<file path="config.mk">
export PLATFORM = sky130hd
export DESIGN_NAME = configurable_crc_engine_core
export DESIGN_NICKNAME = d
export VERILOG_FILES = /design/src/rtl/ccrc_pkg.sv /design/src/rtl/configurable_crc_engine_core.sv /design/src/rtl/ccrc_datapath.sv
export SDC_FILE = /design/constraint.sdc
export NUM_CORES = 1
export LEC_CHECK = 0
export ABC_AREA = 1
export BUFFER_PORTS_ARGS = -buffer_cell sky130_fd_sc_hd__buf_2
export CAP_MARGIN = 10
export CORE_ASPECT_RATIO = 1.75
export CORE_MARGIN = 2
export CORE_UTILIZATION = 55
export DETAILED_ROUTE_END_ITERATION = 16
export GPL_ROUTABILITY_DRIVEN = 1
export PLACE_DENSITY = 0.73
export SYNTH_ARGS = -nofsm -noshare
export SYNTH_HDL_FRONTEND = slang
export SYNTH_SLANG_ARGS = --single-unit
</file>
<file path="constraint.sdc">
create_clock -name i_clk -period 6.7 [get_ports i_clk]
set_input_delay 2.01 -clock i_clk [delete_from_list [all_inputs] [get_ports i_clk]]
set_output_delay 2.01 -clock i_clk [all_outputs]
set_load 0.02 [all_outputs]
</file>
<file path="src/rtl/ccrc_pkg.sv">
`timescale 1ns / 1ps

package ccrc_pkg;

    localparam int CRC_W  = 32;
    localparam int BYTE_W = 8;
    localparam int CFG_IDX_W = 3;

    // width mode codes (code 3 behaves as 32 bits)
    localparam logic [1:0] MODE_CRC8  = 2'd0;
    localparam logic [1:0] MODE_CRC16 = 2'd1;
    localparam logic [1:0] MODE_CRC32 = 2'd2;

    // configuration register indexes
    localparam logic [CFG_IDX_W-1:0] CFG_WIDTH_MODE  = 3'd0;
    localparam logic [CFG_IDX_W-1:0] CFG_POLYNOMIAL  = 3'd1;
    localparam logic [CFG_IDX_W-1:0] CFG_INIT_VALUE  = 3'd2;
    localparam logic [CFG_IDX_W-1:0] CFG_FINAL_XOR   = 3'd3;
    localparam logic [CFG_IDX_W-1:0] CFG_REFLECT_IN  = 3'd4;
    localparam logic [CFG_IDX_W-1:0] CFG_REFLECT_OUT = 3'd5;

    // reset values; common presets: CRC-8 0x07/0x31, CRC-16 0x8005/0x1021/0x3d65,
    // CRC-32 0x04c11db7
    localparam logic [1:0]       RST_WIDTH_MODE = MODE_CRC8;
    localparam logic [CRC_W-1:0] RST_POLYNOMIAL = 32'h0000_0007;

    typedef struct packed {
        logic [1:0]       width_mode;
        logic [CRC_W-1:0] polynomial;
        logic [CRC_W-1:0] init_value;
        logic [CRC_W-1:0] final_xor;
        logic             reflect_input;
        logic             reflect_output;
    } t_cfg;

    typedef struct packed {
        logic [BYTE_W-1:0] data_byte;
        logic              has_data;
        logic              is_last;
    } t_item;

endpackage

</file>
<file path="src/rtl/configurable_crc_engine_core.sv">
`timescale 1ns / 1ps

// Channel  Direction  Handshake                 Payload
// in       input      i_in_valid / o_in_ready   i_data_byte, i_has_data, i_is_last
// out      output     o_out_valid / i_out_ready o_crc_value
// cfg      input      i_cfg_we (no wait)        i_cfg_index, i_cfg_wdata
//
// One byte per cycle unless a last item waits on a stalled output: each transfer
// lands in the input register and is folded into the running CRC through eight
// unrolled XOR-shift steps, and a last item's result into the o_crc_value register.
// An output stall holds only items that produce a result; other items keep flowing.
// Reset (synchronous, active low) clears both stages and the message state, presets cfg.

module configurable_crc_engine_core (
    input  logic                                i_clk,
    input  logic                                i_rst_n,
    input  logic                                i_in_valid,
    output logic                                o_in_ready,
    input  logic [ccrc_pkg::BYTE_W-1:0]         i_data_byte,
    input  logic                                i_has_data,
    input  logic                                i_is_last,
    output logic                                o_out_valid,
    input  logic                                i_out_ready,
    output logic [ccrc_pkg::CRC_W-1:0]          o_crc_value,
    input  logic                                i_cfg_we,
    input  logic [ccrc_pkg::CFG_IDX_W-1:0]      i_cfg_index,
    input  logic [ccrc_pkg::CRC_W-1:0]          i_cfg_wdata
);

    ccrc_pkg::t_cfg             r_cfg;
    ccrc_pkg::t_item            r_item;
    logic                       r_item_valid;
    logic                       r_inside;
    logic [ccrc_pkg::CRC_W-1:0] r_running_crc;
    logic                       r_out_valid;
    logic [ccrc_pkg::CRC_W-1:0] r_crc_value;

    logic [ccrc_pkg::CRC_W-1:0] n_running_crc;
    logic [ccrc_pkg::CRC_W-1:0] n_crc_value;
    logic                       out_free;
    logic                       advance;
    logic                       in_xfer;

    assign out_free   = !r_out_valid || i_out_ready;
    assign advance    = r_item_valid && (!r_item.is_last || out_free);
    assign o_in_ready = !r_item_valid || advance;
    assign in_xfer    = i_in_valid && o_in_ready;

    always_ff @(posedge i_clk) begin
        if (!i_rst_n) begin
            r_cfg.width_mode     <= ccrc_pkg::RST_WIDTH_MODE;
            r_cfg.polynomial     <= ccrc_pkg::RST_POLYNOMIAL;
            r_cfg.init_value     <= '0;
            r_cfg.final_xor      <= '0;
            r_cfg.reflect_input  <= 1'b0;
            r_cfg.reflect_output <= 1'b0;
        end else if (i_cfg_we) begin
            unique case (i_cfg_index)
                ccrc_pkg::CFG_WIDTH_MODE:  r_cfg.width_mode     <= i_cfg_wdata[1:0];
                ccrc_pkg::CFG_POLYNOMIAL:  r_cfg.polynomial     <= i_cfg_wdata;
                ccrc_pkg::CFG_INIT_VALUE:  r_cfg.init_value     <= i_cfg_wdata;
                ccrc_pkg::CFG_FINAL_XOR:   r_cfg.final_xor      <= i_cfg_wdata;
                ccrc_pkg::CFG_REFLECT_IN:  r_cfg.reflect_input  <= i_cfg_wdata[0];
                ccrc_pkg::CFG_REFLECT_OUT: r_cfg.reflect_output <= i_cfg_wdata[0];
                default: ;
            endcase
        end
    end

    // input register
    always_ff @(posedge i_clk) begin
        if (!i_rst_n) begin
            r_item_valid <= 1'b0;
        end else if (in_xfer) begin
            r_item_valid <= 1'b1;
        end else if (advance) begin
            r_item_valid <= 1'b0;
        end
    end

    always_ff @(posedge i_clk) begin
        if (in_xfer) begin
            r_item.data_byte <= i_data_byte;
            r_item.has_data  <= i_has_data;
            r_item.is_last   <= i_is_last;
        end
    end

    ccrc_datapath u_datapath (
        .i_cfg         (r_cfg),
        .i_item        (r_item),
        .i_inside      (r_inside),
        .i_running_crc (r_running_crc),
        .o_next_crc    (n_running_crc),
        .o_result      (n_crc_value)
    );

    // message state
    always_ff @(posedge i_clk) begin
        if (!i_rst_n) begin
            r_inside      <= 1'b0;
            r_running_crc <= '0;
        end else if (advance) begin
            r_inside      <= !r_item.is_last;
            r_running_crc <= n_running_crc;
        end
    end

    // result register
    always_ff @(posedge i_clk) begin
        if (!i_rst_n) begin
            r_out_valid <= 1'b0;
        end else if (advance && r_item.is_last) begin
            r_out_valid <= 1'b1;
        end else if (i_out_ready) begin
            r_out_valid <= 1'b0;
        end
    end

    always_ff @(posedge i_clk) begin
        if (advance && r_item.is_last) begin
            r_crc_value <= n_crc_value;
        end
    end

    assign o_out_valid = r_out_valid;
    assign o_crc_value = r_crc_value;

endmodule

</file>
<file path="src/rtl/ccrc_datapath.sv">
`timescale 1ns / 1ps

module ccrc_datapath (
    input  ccrc_pkg::t_cfg                  i_cfg,
    input  ccrc_pkg::t_item                 i_item,
    input  logic                            i_inside,
    input  logic [ccrc_pkg::CRC_W-1:0]      i_running_crc,
    output logic [ccrc_pkg::CRC_W-1:0]      o_next_crc,
    output logic [ccrc_pkg::CRC_W-1:0]      o_result
);

    function automatic logic [ccrc_pkg::BYTE_W-1:0] rev_byte(
        input logic [ccrc_pkg::BYTE_W-1:0] v
    );
        logic [ccrc_pkg::BYTE_W-1:0] r;
        for (int k = 0; k < ccrc_pkg::BYTE_W; k++) begin
            r[k] = v[ccrc_pkg::BYTE_W-1-k];
        end
        return r;
    endfunction

    function automatic logic [ccrc_pkg::CRC_W-1:0] rev_word(
        input logic [ccrc_pkg::CRC_W-1:0] v
    );
        logic [ccrc_pkg::CRC_W-1:0] r;
        for (int k = 0; k < ccrc_pkg::CRC_W; k++) begin
            r[k] = v[ccrc_pkg::CRC_W-1-k];
        end
        return r;
    endfunction

    logic [ccrc_pkg::CRC_W-1:0]  mask;
    logic [4:0]                  top_idx;
    logic [4:0]                  byte_shift;
    logic [4:0]                  rev_shift;
    logic [ccrc_pkg::CRC_W-1:0]  poly;
    logic [ccrc_pkg::BYTE_W-1:0] byte_in;
    logic [ccrc_pkg::CRC_W-1:0]  crc;
    logic [ccrc_pkg::CRC_W-1:0]  res;

    always_comb begin
        unique case (i_cfg.width_mode)
            ccrc_pkg::MODE_CRC8: begin
                mask       = 32'h0000_00FF;
                top_idx    = 5'd7;
                byte_shift = 5'd0;
                rev_shift  = 5'd24;
            end
            ccrc_pkg::MODE_CRC16: begin
                mask       = 32'h0000_FFFF;
                top_idx    = 5'd15;
                byte_shift = 5'd8;
                rev_shift  = 5'd16;
            end
            default: begin
                mask       = 32'hFFFF_FFFF;
                top_idx    = 5'd31;
                byte_shift = 5'd24;
                rev_shift  = 5'd0;
            end
        endcase
    end

    always_comb begin
        poly    = i_cfg.polynomial & mask;
        byte_in = i_cfg.reflect_input ? rev_byte(i_item.data_byte) : i_item.data_byte;
        crc     = i_inside ? (i_running_crc & mask) : (i_cfg.init_value & mask);

        if (i_item.has_data) begin
            crc = crc ^ ({{(ccrc_pkg::CRC_W-ccrc_pkg::BYTE_W){1'b0}}, byte_in} << byte_shift);
            // eight MSB-first polynomial steps
            for (int s = 0; s < ccrc_pkg::BYTE_W; s++) begin
                if (crc[top_idx]) begin
                    crc = ((crc << 1) ^ poly) & mask;
                end else begin
                    crc = (crc << 1) & mask;
                end
            end
        end

        // reversing all 32 bits and shifting down reflects over the selected width
        res = i_cfg.reflect_output ? (rev_word(crc) >> rev_shift) : crc;
        res = (res ^ i_cfg.final_xor) & mask;
    end

    assign o_next_crc = crc;
    assign o_result   = res;

endmodule

</file>
==> impl_metrics.env <==
export IMPL_dpl_cell_area_sq_um=14600
export IMPL_drive_above_1_share_pct=10.9
export IMPL_cellLeakagePower_uw=0.00742
export IMPL_met1_length_um=20500
export IMPL_drtAntennaViolNets=0
export IMPL_routed_wl_um=53900
export IMPL_synthXorXnorAreaFrac_pct=9.15
export IMPL_wl_met3_um=3910
export IMPL_drc_errors=0
export IMPL_powerDensity_nw_per_um2=354
export IMPL_hold_class="reg -> reg"
export IMPL_path_max_fanout=20
export IMPL_n_antenna_cell=0
export IMPL_vdd_drop_max_mv=0.227
export IMPL_maxCapViolations=0
export IMPL_synth_compound_area_share_pct=12.3
export IMPL_crit_type="reg -> reg"
export IMPL_die_width_um=124
export IMPL_holdWs_ns=0.459
export IMPL_fin_area_sq_um=15300
export IMPL_overflow=0
export IMPL_yosysUniqueCellTypes=46
export IMPL_dpl_hpwl_um=41000
export IMPL_core_area_sq_um=25000
export IMPL_report_final_slew_viol_count=0
export IMPL_synth_area_leaders="nand2_1 (21%), dfxtp_1 (19%), edfxtp_1 (9.1%)"
export IMPL_slowest_delay_ns=0.45
export IMPL_cpMostUsedCell="nand2_1"
export IMPL_min_period_ns=6.26
export IMPL_setup_viol=0
export IMPL_synth_warnings=0
export IMPL_syn_area_per_cell_sq_um=6.08
export IMPL_synth_cell_area_sq_um=13900
export IMPL_rows=77
export IMPL_r2r_end="o_crc_value[6]"
export IMPL_cp_endpoint="o_crc_value[6]"
export IMPL_die_h_um=214
export IMPL_cp_arrival_ns=6.46
export IMPL_cts_tree="built"
export IMPL_clockBufferDepth=2
export IMPL_async_reset_ff_share_pct=0
export IMPL_startpoint_type="register"
export IMPL_n_fill_cell=2545
export IMPL_drt_initial_drc_count=1644
export IMPL_multi_input_area_sq_um=8620
export IMPL_grt_pass1_wl_um=80800
export IMPL_grt_max_degree=66
export IMPL_root_buffer="clkbuf_16"
export IMPL_critPathLaunch="r_cfg[98]"
export IMPL_drtPass1Iterations=6
export IMPL_end_kind="register"
export IMPL_seqCellArea_sq_um=3970
export IMPL_ys_seq_elements=177
export IMPL_top_layer="met4"
export IMPL_synth_mux_area_share_pct=0.144
export IMPL_numCtsBuffers=17
export IMPL_slowest_stage="dfxtp_1"
export IMPL_synthAdderAreaFrac_pct=0
export IMPL_outcome="complete, no violations"
export IMPL_vias_per_cell=5.80
export IMPL_fmax_mhz=160
export IMPL_synth_seq_area_share_pct=28.5
export IMPL_syn_num_nets=2335
export IMPL_clk_pin_slew_ns=0.07
export IMPL_required_ns=6.89
export IMPL_grtUsageTotal_pct=40.6
export IMPL_clock_latency_ns=0.45
export IMPL_grt_pass1_vias=14142
export IMPL_r2r_setup_slack_ns=0.44
export IMPL_synth_top_family_by_area="simple AND/OR/NAND/NOR gates"
export IMPL_synthCells=2285
export IMPL_hold_buffers=0
export IMPL_tns_ns=0
export IMPL_pin_count=84
export IMPL_synth_flop_cell="dfxtp_1"
export IMPL_synth_edff_count=42
export IMPL_antenna_found_initial=0
export IMPL_yosys_area_share_simple_pct=40.3
export IMPL_vias=15445
export IMPL_yosysTopAreaCell="nand2_1"
export IMPL_wl_met2_um=25500
export IMPL_synthDominantCellAreaShare_pct=20.8
export IMPL_tightest_slew_ns=1.04
export IMPL_rsz0062_at_grt="false"
export IMPL_gp_congestion=1.00
export IMPL_wire_per_inst_um=20.2
export IMPL_portBuffers=83
export IMPL_r2r_start="r_cfg[98]"
export IMPL_nets=2386
export IMPL_finalHoldViolations=0
export IMPL_worstRegToRegCells=39
export IMPL_die_area_sq_um=26600
export IMPL_initial_core_util_pct=55.4
export IMPL_clock_sinks=177
export IMPL_slew_headroom_pct=30.4
export IMPL_syn_to_final_growth_pct=9.94
export IMPL_ctsHtreeMaxLevel=4
export IMPL_period_share_pct=93.5
export IMPL_fin_skew_ns=0.0130
## flip-flops by register name (all words and copies together), names as in the netlist
signal / cells
r_cfg: 100
r_inside: 1
o_crc_value: 32
r_item_valid: 1
r_item: 10
r_running_crc: 32
o_out_valid: 1
## critical path, delay by kind of cell, from the launching register on
family	cells	cell delay (ns)
flops	1	0.45
compound gates	2	0.51
xor+xnor	2	0.53
simple gates	26	2.99
buf+inv	9	1.49
## layout make-up
type	count	area share (%)
well taps	316	2.59
inverters	209	5.20
flip-flops and latches	177	26.0
repair buffers	140	5.95
clock buffers	21	3.22
clock inverters	11	0.598
multi-input cells	1791	56.5
## metal layers
| layer | global-route usage [%] | vias to the layer above |
|---|---|---|
| met2 | 65.5 | 796 |
| met4 | 27.1 | 0 |
| met3 | 5.51 | 199 |
| met5 | 0 | - |
| met1 | 49.2 | 7071 |
| li1 | - | 7379 |
## logic make-up after synthesis
family	Yosys count
muxes	2
xor gates and xnor gates	142
and+or+nand+nor	1325
buffers and inverters	317
DFF	177
AOI/OAI and AO/OA	322
## placed cells by master, fill, tap and decap left out, types with 3 or more instances in the layout
cell         n
a21oi_1    100
nand3_1    217
nor3_1       4
buf_2       83
clkbuf_8     3
or2_1        3
nand3_2     13
a21oi_2      4
buf_4       53
nand4_1     23
inv_6        5
nand2_2     22
nand2_4      8
or2_2        4
dfxtp_2      3
o21ai_0    180
clkinv_4     4
inv_1      186
inv_2       14
o21bai_1     8
nand3_4      4
clkinv_1     6
nand2_1    768
o21ai_1      7
o211ai_1    11
edfxtp_1    42
xnor2_1     45
nor2_1     250
xor2_1      95
dfxtp_1    132
clkbuf_16   18
## cells in the mapped netlist (11+ instances only)
cell and n:
nand4_1 23, nand3_1 218, a21oi_1 100, nor2_1 250, clkbuf_1 59, xnor2_1 45, nand2_2 23, inv_1 186
nand2_1 768, inv_2 14, buf_1 11, o211ai_1 11, xor2_1 95, buf_2 20, edfxtp_1 42, nand3_2 12
o21ai_0 180, dfxtp_1 135
## worst min path at each step
stage / slack [ns] / from / end / cells after the start
final: 0.46 / r_cfg[77] / r_cfg[77] / 2
after global routing: 0.48 / r_cfg[47] / r_cfg[47] / 2
after CTS: 0.46 / r_cfg[47] / r_cfg[47] / 2
after detailed placement: 0.45 / r_cfg[47] / r_cfg[47] / 2
after global placement: 0.44 / r_cfg[47] / r_cfg[47] / 2
after floorplan: 0.43 / r_cfg[47] / r_cfg[47] / 2
## power by group
| group | switching (uW) | internal (uW) | leakage, uW |
|---|---|---|---|
| Sequential | 33.9 | 1160 | 0.00151 |
| Combinational | 2300 | 925 | 0.00562 |
| Clock | 461 | 535 | 0.000292 |
| Total | 2790 | 2620 | 0.00742 |
## stage by stage
step / cells / util, % / setup slack (ns) / total power (uW)
floorplan: 2285 / - / 2.26 / 3450
detailed placement: 2630 / 58.3 / 0.478 / 4340
CTS: 2662 / 60.7 / 0.444 / 5330
global placement: 2630 / 58.3 / 0.522 / 4330
global route: 2665 / 61.0 / 0.0298 / 5750
finish: 2665 / 61.0 / 0.438 / 5410
## repair_timing
item,in CTS,in global routing
setup endpoints to repair,0,19
gates resized for setup,0,4
buffers inserted,0,1
Note: power is estimated with default switching activity, not from simulation.
